File: config.mk
export PLATFORM = sky130hd
export DESIGN_NAME = two_class_service_queue
export DESIGN_NICKNAME = d
export VERILOG_FILES = /design/src/rtl/tcsq_pkg.sv /design/src/rtl/tcsq_cell.sv /design/src/rtl/two_class_service_queue.sv
export SDC_FILE = /design/constraint.sdc
export NUM_CORES = 1
export LEC_CHECK = 0
export BUFFER_PORTS_ARGS = -buffer_cell sky130_fd_sc_hd__buf_2
export CAP_MARGIN = 0
export CORE_AREA = 10 10 292 294
export CTS_CLUSTER_DIAMETER = 40
export DETAILED_ROUTE_END_ITERATION = 8
export DIE_AREA = 0 0 302 304
export GPL_TIMING_DRIVEN = 0
export SLEW_MARGIN = 30
export SYNTH_ARGS = -nofsm -noshare
export SYNTH_HDL_FRONTEND = slang
export SYNTH_SLANG_ARGS = --single-unit
File: constraint.sdc
create_clock -name clk -period 6.1 [get_ports clk]
set_clock_uncertainty 0.15 [all_clocks]
set_input_delay 1.22 -clock clk [delete_from_list [all_inputs] [get_ports clk]]
set_output_delay 1.22 -clock clk [all_outputs]
set_load 0.05 [all_outputs]
File: src/rtl/tcsq_pkg.sv
// Shared types for the two-class service queue: action codes, the cell command and the cell-to-cell chain struct.
`timescale 1ns / 1ps

package tcsq_pkg;

  // Action codes carried on the action input field
  typedef enum logic [1:0] {
    ACT_INSERT       = 2'd0,
    ACT_SERVE_PREF   = 2'd1,
    ACT_SERVE_OLDEST = 2'd2,
    ACT_WITHDRAW     = 2'd3
  } tcsq_action_t;

  // Command broadcast from the control logic to every cell
  typedef struct packed {
    logic ins_ok;   // append the new entry at the first free cell
    logic rm_pref;  // remove the oldest preferential entry
    logic rm_head;  // remove the oldest entry of all
    logic rm_id;    // remove the entry whose id matches the key
  } tcsq_cmd_t;

  // Flags handed from each cell to its right neighbor
  typedef struct packed {
    logic head;       // set only into the oldest cell
    logic prev_valid; // the left neighbor holds an entry
    logic pref_seen;  // a preferential entry sits further left
    logic hit_seen;   // an entry with the key sits further left
    logic rm_seen;    // the removed entry is at or left of here
    logic gone_pref;  // the removed entry was preferential
  } tcsq_chain_t;

endpackage

File: src/rtl/tcsq_cell.sv
// One queue slot: holds an entry, compares it against the key and closes gaps.
`timescale 1ns / 1ps

module tcsq_cell #(
  parameter int ID_BITS = 16
) (
  input  logic                 clk,
  input  logic                 rst,
  input  tcsq_pkg::tcsq_cmd_t  cmd,
  input  logic [ID_BITS-1:0]   key,
  input  logic                 new_pref,
  input  tcsq_pkg::tcsq_chain_t chain_in,
  output tcsq_pkg::tcsq_chain_t chain_out,
  input  logic [ID_BITS-1:0]   id_acc_in,
  output logic [ID_BITS-1:0]   id_acc_out,
  input  logic                 nxt_valid,
  input  logic [ID_BITS-1:0]   nxt_id,
  input  logic                 nxt_pref,
  output logic                 slot_valid,
  output logic [ID_BITS-1:0]   slot_id,
  output logic                 slot_pref
);
  import tcsq_pkg::*;

  logic own_pref;
  logic own_hit;
  logic target;
  logic shift;
  logic load_new;

  // Compare this slot and decide whether it is the one to remove
  always_comb begin
    own_pref = slot_valid & slot_pref;
    own_hit  = slot_valid & (slot_id == key);
    target   = (cmd.rm_pref & own_pref & ~chain_in.pref_seen)
             | (cmd.rm_head & chain_in.head)
             | (cmd.rm_id & own_hit);
    shift    = chain_in.rm_seen | target;
    load_new = cmd.ins_ok & chain_in.prev_valid & ~slot_valid;
  end

  // Pass flags and the served id on to the right neighbor
  always_comb begin
    chain_out.head       = 1'b0;
    chain_out.prev_valid = slot_valid;
    chain_out.pref_seen  = chain_in.pref_seen | own_pref;
    chain_out.hit_seen   = chain_in.hit_seen | own_hit;
    chain_out.rm_seen    = shift;
    chain_out.gone_pref  = chain_in.gone_pref | (target & slot_pref);
    id_acc_out           = id_acc_in | (target ? slot_id : '0);
  end

  // Advance from the right neighbor on removal, take the new entry on insert
  always_ff @(posedge clk) begin
    if (rst) begin
      slot_valid <= 1'b0;
    end else if (shift) begin
      slot_valid <= nxt_valid;
    end else if (load_new) begin
      slot_valid <= 1'b1;
    end
  end

  always_ff @(posedge clk) begin
    if (shift) begin
      slot_id   <= nxt_id;
      slot_pref <= nxt_pref;
    end else if (load_new) begin
      slot_id   <= key;
      slot_pref <= new_pref;
    end
  end

endmodule

File: src/rtl/two_class_service_queue.sv
// Top level of the two-class service queue: control, count registers and the cell row.
`timescale 1ns / 1ps

// Usage
// - Input channel (in_valid / in_stall): one action per transfer: insert an id
//   with a preferential flag, serve the oldest preferential entry (or the oldest
//   entry if none is preferential), serve the oldest entry, or withdraw an id.
// - Output channel (out_valid / out_stall): exactly one result per action:
//   success, served_id (0 unless a serve succeeded), and the total and
//   preferential counts after the action.
// - The result is registered at the edge that takes the action. Throughput is
//   one action per cycle while in_stall is low; the row of DEPTH cells
//   compares every slot against the key and closes a gap in that same cycle.
// - A stalled result holds in the output register; in_stall is raised while a
//   result waits and out_stall is high, so no action is taken until it leaves.
// - Synchronous reset empties the queue (slot valid bits and the counts
//   clear); stored ids are only read behind their valid bits.
module two_class_service_queue #(
  parameter int DEPTH   = 16,
  parameter int ID_BITS = 16
) (
  input  logic        clk,
  input  logic        rst,
  input  logic        in_valid,
  output logic        in_stall,
  input  logic [1:0]  action,
  input  logic [15:0] person_id,
  input  logic        is_preferential,
  output logic        out_valid,
  input  logic        out_stall,
  output logic        success,
  output logic [15:0] served_id,
  output logic [4:0]  total_count,
  output logic [4:0]  preferential_count
);
  import tcsq_pkg::*;

  localparam int CW = $clog2(DEPTH + 1);

  logic              acc;
  logic [ID_BITS-1:0] key;
  tcsq_action_t      act;
  tcsq_cmd_t         cmd;
  logic [CW-1:0]     cnt_total;
  logic [CW-1:0]     cnt_pref;
  logic [CW-1:0]     cnt_total_next;
  logic [CW-1:0]     cnt_pref_next;
  logic              full;
  logic              ok;
  logic [ID_BITS-1:0] served_full;
  logic [15:0]       served_w;
  logic [4:0]        total_w;
  logic [4:0]        pref_w;
  logic              ins_ok;

  tcsq_chain_t        chain  [DEPTH+1];
  logic [ID_BITS-1:0] id_acc [DEPTH+1];
  logic               cell_valid [DEPTH];
  logic [ID_BITS-1:0] cell_id    [DEPTH];
  logic               cell_pref  [DEPTH];
  logic [DEPTH-1:0]   vld_vec;

  // Hold the input while a finished result waits downstream
  assign in_stall = out_valid & out_stall;
  assign acc      = in_valid & ~in_stall;
  assign act      = tcsq_action_t'(action);
  assign full     = (cnt_total == CW'(DEPTH));

  // Fit the id to ID_BITS
  generate
    if (ID_BITS >= 16) begin : g_key_wide
      assign key = ID_BITS'(person_id);
    end else begin : g_key_narrow
      assign key = person_id[ID_BITS-1:0];
    end
  endgenerate

  // Seed the chain at the oldest cell
  assign chain[0] = '{head: 1'b1, prev_valid: 1'b1, pref_seen: 1'b0,
                      hit_seen: 1'b0, rm_seen: 1'b0, gone_pref: 1'b0};
  assign id_acc[0] = '0;

  // Decode the action into the cell command
  always_comb begin
    ins_ok = 1'b0;
    cmd    = '0;
    ok     = 1'b0;
    unique case (act)
      ACT_INSERT: begin
        ins_ok     = ~full & ~chain[DEPTH].hit_seen;
        cmd.ins_ok = acc & ins_ok;
        ok         = ins_ok;
      end
      ACT_SERVE_PREF: begin
        cmd.rm_pref = acc & (cnt_pref != '0);
        cmd.rm_head = acc & (cnt_pref == '0) & (cnt_total != '0);
        ok          = (cnt_total != '0);
      end
      ACT_SERVE_OLDEST: begin
        cmd.rm_head = acc & (cnt_total != '0);
        ok          = (cnt_total != '0);
      end
      ACT_WITHDRAW: begin
        cmd.rm_id = acc;
        ok        = chain[DEPTH].hit_seen;
      end
      default: begin
        ok = 1'b0;
      end
    endcase
  end

  // Row of cells, each shifting in from its right neighbor
  generate
    for (genvar i = 0; i < DEPTH; i++) begin : g_cell
      logic               r_valid;
      logic [ID_BITS-1:0] r_id;
      logic               r_pref;
      if (i == DEPTH - 1) begin : g_last
        assign r_valid = 1'b0;
        assign r_id    = '0;
        assign r_pref  = 1'b0;
      end else begin : g_mid
        assign r_valid = cell_valid[i+1];
        assign r_id    = cell_id[i+1];
        assign r_pref  = cell_pref[i+1];
      end

      tcsq_cell #(
        .ID_BITS(ID_BITS)
      ) u_cell (
        .clk       (clk),
        .rst       (rst),
        .cmd       (cmd),
        .key       (key),
        .new_pref  (is_preferential),
        .chain_in  (chain[i]),
        .chain_out (chain[i+1]),
        .id_acc_in (id_acc[i]),
        .id_acc_out(id_acc[i+1]),
        .nxt_valid (r_valid),
        .nxt_id    (r_id),
        .nxt_pref  (r_pref),
        .slot_valid(cell_valid[i]),
        .slot_id   (cell_id[i]),
        .slot_pref (cell_pref[i])
      );

      assign vld_vec[i] = cell_valid[i];
    end
  endgenerate

  // Track the counts for the action just taken
  always_comb begin
    cnt_total_next = cnt_total;
    cnt_pref_next  = cnt_pref;
    if (cmd.ins_ok) begin
      cnt_total_next = cnt_total + CW'(1);
      cnt_pref_next  = cnt_pref + CW'(is_preferential);
    end else if (chain[DEPTH].rm_seen) begin
      cnt_total_next = cnt_total - CW'(1);
      cnt_pref_next  = cnt_pref - CW'(chain[DEPTH].gone_pref);
    end
  end

  always_ff @(posedge clk) begin
    if (rst) begin
      cnt_total <= '0;
      cnt_pref  <= '0;
    end else if (acc) begin
      cnt_total <= cnt_total_next;
      cnt_pref  <= cnt_pref_next;
    end
  end

  // Fit the served id and counts to the result fields
  assign served_full = ((act == ACT_SERVE_PREF) || (act == ACT_SERVE_OLDEST))
                     ? id_acc[DEPTH] : '0;
  generate
    if (ID_BITS >= 16) begin : g_srv_wide
      assign served_w = served_full[15:0];
    end else begin : g_srv_narrow
      assign served_w = 16'(served_full);
    end
    if (CW >= 5) begin : g_cnt_wide
      assign total_w = cnt_total_next[4:0];
      assign pref_w  = cnt_pref_next[4:0];
    end else begin : g_cnt_narrow
      assign total_w = 5'(cnt_total_next);
      assign pref_w  = 5'(cnt_pref_next);
    end
  endgenerate

  // Load the result register on a transfer, drop it once taken
  always_ff @(posedge clk) begin
    if (rst) begin
      out_valid <= 1'b0;
    end else if (acc) begin
      out_valid <= 1'b1;
    end else if (!out_stall) begin
      out_valid <= 1'b0;
    end
  end

  always_ff @(posedge clk) begin
    if (acc) begin
      success            <= ok;
      served_id          <= ok ? served_w : '0;
      total_count        <= total_w;
      preferential_count <= pref_w;
    end
  end

`ifndef SYNTHESIS
  a_pref_le_total: assert property (@(posedge clk) disable iff (rst)
    cnt_pref <= cnt_total)
    else $error("preferential count exceeds total count");

  a_total_bound: assert property (@(posedge clk) disable iff (rst)
    cnt_total <= CW'(DEPTH))
    else $error("total count exceeds depth");

  a_valid_matches_count: assert property (@(posedge clk) disable iff (rst)
    $countones(vld_vec) == int'(cnt_total))
    else $error("occupied slots disagree with total count");

  a_result_follows: assert property (@(posedge clk) disable iff (rst)
    acc |=> out_valid)
    else $error("accepted action produced no result");

  a_served_zero_on_fail: assert property (@(posedge clk) disable iff (rst)
    (out_valid && !success) |-> (served_id == 16'd0))
    else $error("failed action reports a served id");
`endif

endmodule
After elaboration in Yosys (flattened, before gate mapping)
Cells that the tools add are included.

word-level totals
  bits in registers = 326
  latch bits = 0
  bits in writable memories = 0
  bits in read-only memories = 0
  bits of input ports = 23
  output and inout port bits = 29
  logic and storage cells = 479
  memories = 0

operators by class
  add/subtract/negate cells = 4
  multipliers = 0
  divide/modulo/power cells = 0
  magnitude comparators = 0
  equality and inequality tests = 21
  shift-type cells = 0
  mux-type cells = 117
  bitwise gates (word level) = 259
  reductions and logical operators = 23

operator list
  kind                   count
  $mux W16               46
  $eq A16 B16 Y1         16
  $or A16 B16 Y16        15
  $and A1 B1 Y1          134
  $or A1 B1 Y1           76
  $mux W1                65
  $not A1 Y1             34
  $reduce_bool A2 Y1     15
  $mux W5                4
  $reduce_bool A5 Y1     2
  $add A5 B1 Y5          1
  $add A5 B1 Y5 const B  1
  $eq A5 B5 Y1 const B   1
  $logic_not A5 Y1       1
  $sub A5 B1 Y5          1
  $sub A5 B1 Y5 const B  1
  $eq A2 B2 Y1 const B   2
  $reduce_or A2 Y1       2
  $pmux W1 S3            1
  $eq A2 B1 Y1 const B   1
  $logic_not A2 Y1       1
  $ne A2 B1 Y1 const B   1
  $pmux W1 S2            1
  $reduce_and A2 Y1      1
  $logic_or A1 B1 Y1     1

Depth between registers and ports, before layout
  depth in word-level cells = 27
  mapped depth = 18
  mapped depth without buffers = 15

By module
Synthesis repeated with hierarchy kept, for this count alone.

unflattened totals
  cells, all modules = 1838
  area total of the unflattened synthesis = 22420.3 um2

by module, submodules not included
  module                   times used  cells an instance  area an instance (um2)  sequential area each (um2)
  tcsq_cell                16          103                1273.7                  530.5
  two_class_service_queue  1           190                2040.7                  1031.0

Least setup slack after synthesis
No wires, ideal clock.

  path kind = input port to flip-flop
  from = input port in_valid
  to = register preferential_count[4] (data pin)
  setup time = 0.264 ns
  arrival time = 4.760 ns
  required time = 5.686 ns
  slack = 0.926 ns
  stages on the path = 15
  path buffers = 2
  cells stage by stage = a21boi_2 and3_1 and4_1 clkbuf_1 nand4_4 nand2b_1 o22ai_1 clkbuf_1 a221oi_1 nand3_1 ha_1 ha_1 and3_1 a32o_1 nor2_1

on the way
  longest elaborated chain between the ends = 25
  elaborated cells on any way between the ends = 123
  classes of those cells = add/sub: 1; mux: 6; bitwise: 116

ends and longest elaborated chain
  what                                           RTL line                                                      text
  start, declared                                two_class_service_queue.sv:24                                 input logic in_valid,
  $and A1 B1 Y1 (*)                              two_class_service_queue.sv:65                                 assign acc = in_valid & ~in_stall;
  $and A1 B1 Y1, on equally long branches        two_class_service_queue.sv:96, two_class_service_queue.sv:95
  $and A1 B1 Y1 or $mux W1 (tied branches)       two_class_service_queue.sv:96, two_class_service_queue.sv:88
  $pmux W1 S2 or $and A1 B1 Y1 (tied branches)   two_class_service_queue.sv:88, tcsq_cell.sv:35
  $or A1 B1 Y1 or $and A1 B1 Y1 (tied branches)  tcsq_cell.sv:36, tcsq_cell.sv:35
  $or A1 B1 Y1                                   tcsq_cell.sv:37                                               | (cmd.rm_id & own_hit);
  $and A1 B1 Y1                                  tcsq_cell.sv:49                                               chain_out.gone_pref = chain_in.gone_pref | (target & slot_pref);
  $or A1 B1 Y1 (15 in series)                    tcsq_cell.sv:49
  $sub A5 B1 Y5                                  two_class_service_queue.sv:162                                cnt_pref_next = cnt_pref - CW'(chain[DEPTH].gone_pref);
  $mux W5                                        two_class_service_queue.sv:160                                end else if (chain[DEPTH].rm_seen) begin
  $mux W5 (*)                                    two_class_service_queue.sv:157                                if (cmd.ins_ok) begin
  named net cnt_pref_next[4]                     two_class_service_queue.sv:47                                 logic [CW-1:0] cnt_pref_next;
  end signal, assigned                           two_class_service_queue.sv:210                                preferential_count <= pref_w;
  end, declared                                  two_class_service_queue.sv:34                                 output logic [4:0] preferential_count

The timed path passes the listed nets; every way through them passes the cells marked *.
A chain may end at the register's enable or synchronous reset.

Worst setup path after layout
  from = input port person_id[2]
  to = register preferential_count[3] (data pin)

on the way
  longest elaborated chain between the ends = 23
  elaborated cells on any way between the ends = 132
  classes of those cells = add/sub: 1; eq/ne: 16; mux: 3; bitwise: 112

ends and longest elaborated chain
  what                         RTL line                        text
  start, declared              two_class_service_queue.sv:27   input logic [15:0] person_id,
  $eq A16 B16 Y1               tcsq_cell.sv:34                 own_hit = slot_valid & (slot_id == key);
  $and A1 B1 Y1                tcsq_cell.sv:34
  $and A1 B1 Y1                tcsq_cell.sv:37
  $or A1 B1 Y1                 tcsq_cell.sv:37
  $and A1 B1 Y1                tcsq_cell.sv:49
  $or A1 B1 Y1 (15 in series)  tcsq_cell.sv:49
  $sub A5 B1 Y5                two_class_service_queue.sv:162
  $mux W5                      two_class_service_queue.sv:160
  $mux W5 (*)                  two_class_service_queue.sv:157
  named net cnt_pref_next[3]   two_class_service_queue.sv:47

Marks and branches as above.

==> results.py <==
metrics = {
    "run_status": {
        "status": "complete, no violations",
    },
    "logic_synthesis": {
        "synthArstFlopShare_pct": 0,
        "synth_ff_type": "edfxtp_1",
        "synth-warning-count": 0,
        "synth_top_cell_by_area": "edfxtp_1",
        "synth.area.top_cells": "edfxtp_1, mux2_2, xnor2_1",
        "synth_top_area_share_pct": 43.1,
        "syn_area_sq_um": 19700,
        "synth_edf_count": 282,
        "postSynthAreaPerCell_sq_um": 11.3,
        "seq_area_frac_synth_pct": 47.6,
        "syn_nets": 1775,
        "synth_cell_types": 79,
        "synthCells": 1740,
        "synth-seq-cells": 326,
    },
    "setup_path": {
        "slowest_delay_ps": 840,
        "worst_path_most_repeated_cell": "nand3_1",
        "critPathLaunchType": "input port",
        "cp_top_family": "simple AND/OR/NAND/NOR gates",
        "r2r_slack_ps": 370,
        "cp_max_fo": 10,
        "critPathCaptureType": "flip-flop",
        "critPathBufInv": 2,
        "path_cells": "buf_2, xnor2_1, nand4_1, or4b_2, or2_2, o21ai_1, clkbuf_1, a22oi_1, nand3_1, a21oi_1, nand3_1, ha_1, nor3b_1, a31o_2, xor2_1",
        "critPathSlowestCell": "o21ai_1",
        "worst_ep_required_time_ps": 6290,
        "worstSetupPathType": "in2reg",
        "worst_ep_arrival_time_ps": 6230,
    },
    "pwr": {
        "irDropWorstVdd_v": 0.000259,
        "power_density_nw_per_um2": 377,
        "power_leakage_nw": 7.93,
    },
    "sta": {
        "fin_crit_ps": 6040,
        "slew_headroom_pct": 27.2,
        "max_slew.worst_pin.slew_ps": 1090,
        "period_share_pct": 99.0,
        "hold_violations": 0,
        "rsz0062_at_grt": "false",
        "drv_slew": 0,
        "finalHoldWorstSlack_ps": 414,
        "finalSetupTns_ps": 0,
        "setup_ws_ps": 62.8,
        "fmax_ghz": 0.166,
        "setup_viol": 0,
    },
    "clock_network": {
        "cts.sinks": 326,
        "clk_pin_slew_ps": 60,
        "post_cts_buffers": 0,
        "cts_buffers": 58,
        "cts_resized": 0,
        "clock_path_buffers": 3,
        "clock_latency_ps": 630,
        "cts_root_buf": "clkbuf_16",
        "ctsHoldBuffers": 0,
        "cts_tree": "yes",
        "htree_levels": 2,
    },
    "die": {
        "start_util_pct": 24.7,
        "core_sq_um": 79600,
        "num_rows": 104,
        "die_area_sq_um": 91800,
        "io_pins": 52,
        "die_x_um": 302,
        "die_y_um": 304,
    },
    "detailed_routing": {
        "drt-initial-drc-count": 2403,
        "avgRoutedWirePerCell_um": 26.8,
        "totalWireLength_um": 79300,
        "postRouteAntennaNets": 0,
        "firstDrtPassIters": 9,
        "vias": 15800,
        "drc": 0,
        "vias_per_cell": 5.35,
    },
    "global_routing": {
        "antenna_found_initial": 2,
        "grt_pass1_vias": 15100,
        "track_usage_pct": 16.5,
        "grt_max_degree": 20,
        "grt_pass1_wl_um": 112000,
        "grt-ovfl-total": 0,
    },
    "run": {
        "cap_violations": 0,
    },
    "cells_and_area": {
        "layout_common_cells": "edfxtp_1, mux2_2, nand2_1",
        "final_cells": 2961,
        "fillers": 8149,
        "area_growth_pct": 20.1,
        "layout_commonest_cell": "edfxtp_1",
        "drive_gt1_share_pct": 25.1,
        "fin_nets": 1886,
        "utilization_pct": 29.7,
    },
    "placed_design": {
        "place_inst": 2851,
        "portBuffers": 34,
        "globalplace.congestion": 0.996,
        "dp_hpwl_um": 61500,
        "place_ws_ps": -187,
    },
    "hold_path": {
        "hold_path.class": "reg2reg",
    },
}
==> sequential cells by signal (all words and copies together) (netlist names) <==
signal / cells
g_cell.u_cell.slot_id: 256
cnt_pref: 5
total_count: 5
cnt_total: 5
g_cell.u_cell.slot_valid: 16
served_id: 16
g_cell.u_cell.slot_pref: 16
preferential_count: 5
out_valid: 1
success: 1
==> area by class of cell <==
type | count | area [sq um] | share of cell area [%]
Timing Repair Buffer | 51 | 450 | 1.91
Tap cell | 1060 | 1330 | 5.61
Clock inverter | 46 | 529 | 2.24
Inverter | 27 | 101 | 0.429
Buffer | 133 | 860 | 3.64
Sequential cell | 326 | 9350 | 39.6
Multi-Input combinational cell | 1254 | 9520 | 40.3
Clock buffer | 61 | 1470 | 6.23
Antenna cell | 3 | 7.51 | 0.0318
==> synth_stat cells (3+ instances only) <==
master,instances
a22o_1,13
buf_1,3
mux2_2,188
a31o_2,4
a211oi_1,5
buf_4,17
buf_2,33
nand4_1,52
a221oi_1,16
o22ai_2,3
nor3b_1,3
and3_1,14
mux2_4,8
o22ai_1,5
clkbuf_1,52
a311oi_1,10
nand2b_1,4
a22oi_1,61
a31oi_1,21
inv_1,27
o21ai_0,59
edfxtp_1,282
nor4_1,28
and4_1,3
o211ai_1,5
nor4b_1,3
nor2_1,68
nor3_1,37
buf_12,4
nand2_1,185
xnor2_1,178
o21bai_1,5
buf_6,22
o31ai_1,4
mux2i_1,18
and2_1,7
a222oi_1,29
xor2_1,72
or4_1,14
nand3_1,54
a21oi_1,20
dfxtp_1,44
ha_1,12
a32o_1,4
==> worst paths after layout <==
| kind | to | depth (start not counted) | start |
|---|---|---|---|
| worst max-delay path | preferential_count[3]$_DFFE_PN_ | 15 | person_id[2] |
| worst min-delay path | g_cell[6].u_cell.slot_id[8]$_DFFE_PP_ | 2 | g_cell[7].u_cell.slot_id[8]$_DFFE_PP_ |
| worst max register to register | preferential_count[3]$_DFFE_PN_ | 14 | g_cell[5].u_cell.slot_id[2]$_DFFE_PP_ |
| worst min register to register | g_cell[6].u_cell.slot_id[8]$_DFFE_PP_ | 2 | g_cell[7].u_cell.slot_id[8]$_DFFE_PP_ |
==> power breakdown <==
part           total (W)  internal (W)  switching [W]
Sequential       0.00332       0.00294       0.000384
Clock            0.00341       0.00209        0.00132
Combinational    0.00217      0.000799        0.00137
Total            0.00890       0.00583        0.00308
==> metal layers <==
metal  track usage (%)  part of all wire (%)  routed length (um)  up-vias
met3              3.71                   9.6                7600      148
met2              25.4                    45               35500      964
li1                  -                     -                   -     6821
met1              22.4                    42               33600     7909
met5                 0                 0.020                  16        -
met4              5.89                   3.3                2650        2
==> cell families (layout without fill, tap and decap cells) <==
| family | count (synthesis) | count (layout) | synth area share [%] |
|---|---|---|---|
| muxes | 215 | 215 | 12.4 |
| other | 0 | 3 | 0 |
| adders and majority gates | 12 | 12 | 0.764 |
| AOI/OAI and AO/OA | 285 | 285 | 10.8 |
| xor gates and xnor gates | 252 | 252 | 11.3 |
| and+or+nand+nor | 490 | 490 | 12.3 |
| buffers and inverters | 160 | 318 | 4.87 |
| DFF | 326 | 326 | 47.6 |
==> worst register-to-register path, stage by stage (launching register included) <==
cell and delay (ps):
edfxtp_1 500, xnor2_1 580, nand4_1 280, or4b_2 720, or2_2 320, o21ai_1 840
clkbuf_1 770, a22oi_1 150, nand3_1 200, a21oi_1 60, nand3_1 110, ha_1 180
nor3b_1 340, a31o_2 220, xor2_1 60
==> per-stage QoR <==
step | cell area [sq um] | total power, W
6_report | 23600 | 0.00890
4_1_cts | 23600 | 0.00884
5_1_grt | 23600 | 0.00915
3_5_place_dp | 21600 | 0.00545
3_3_place_gp | 21200 | 0.00532
2_1_floorplan | 19700 | 0.00457
No activity file was read; power rests on OpenSTA's default activity.
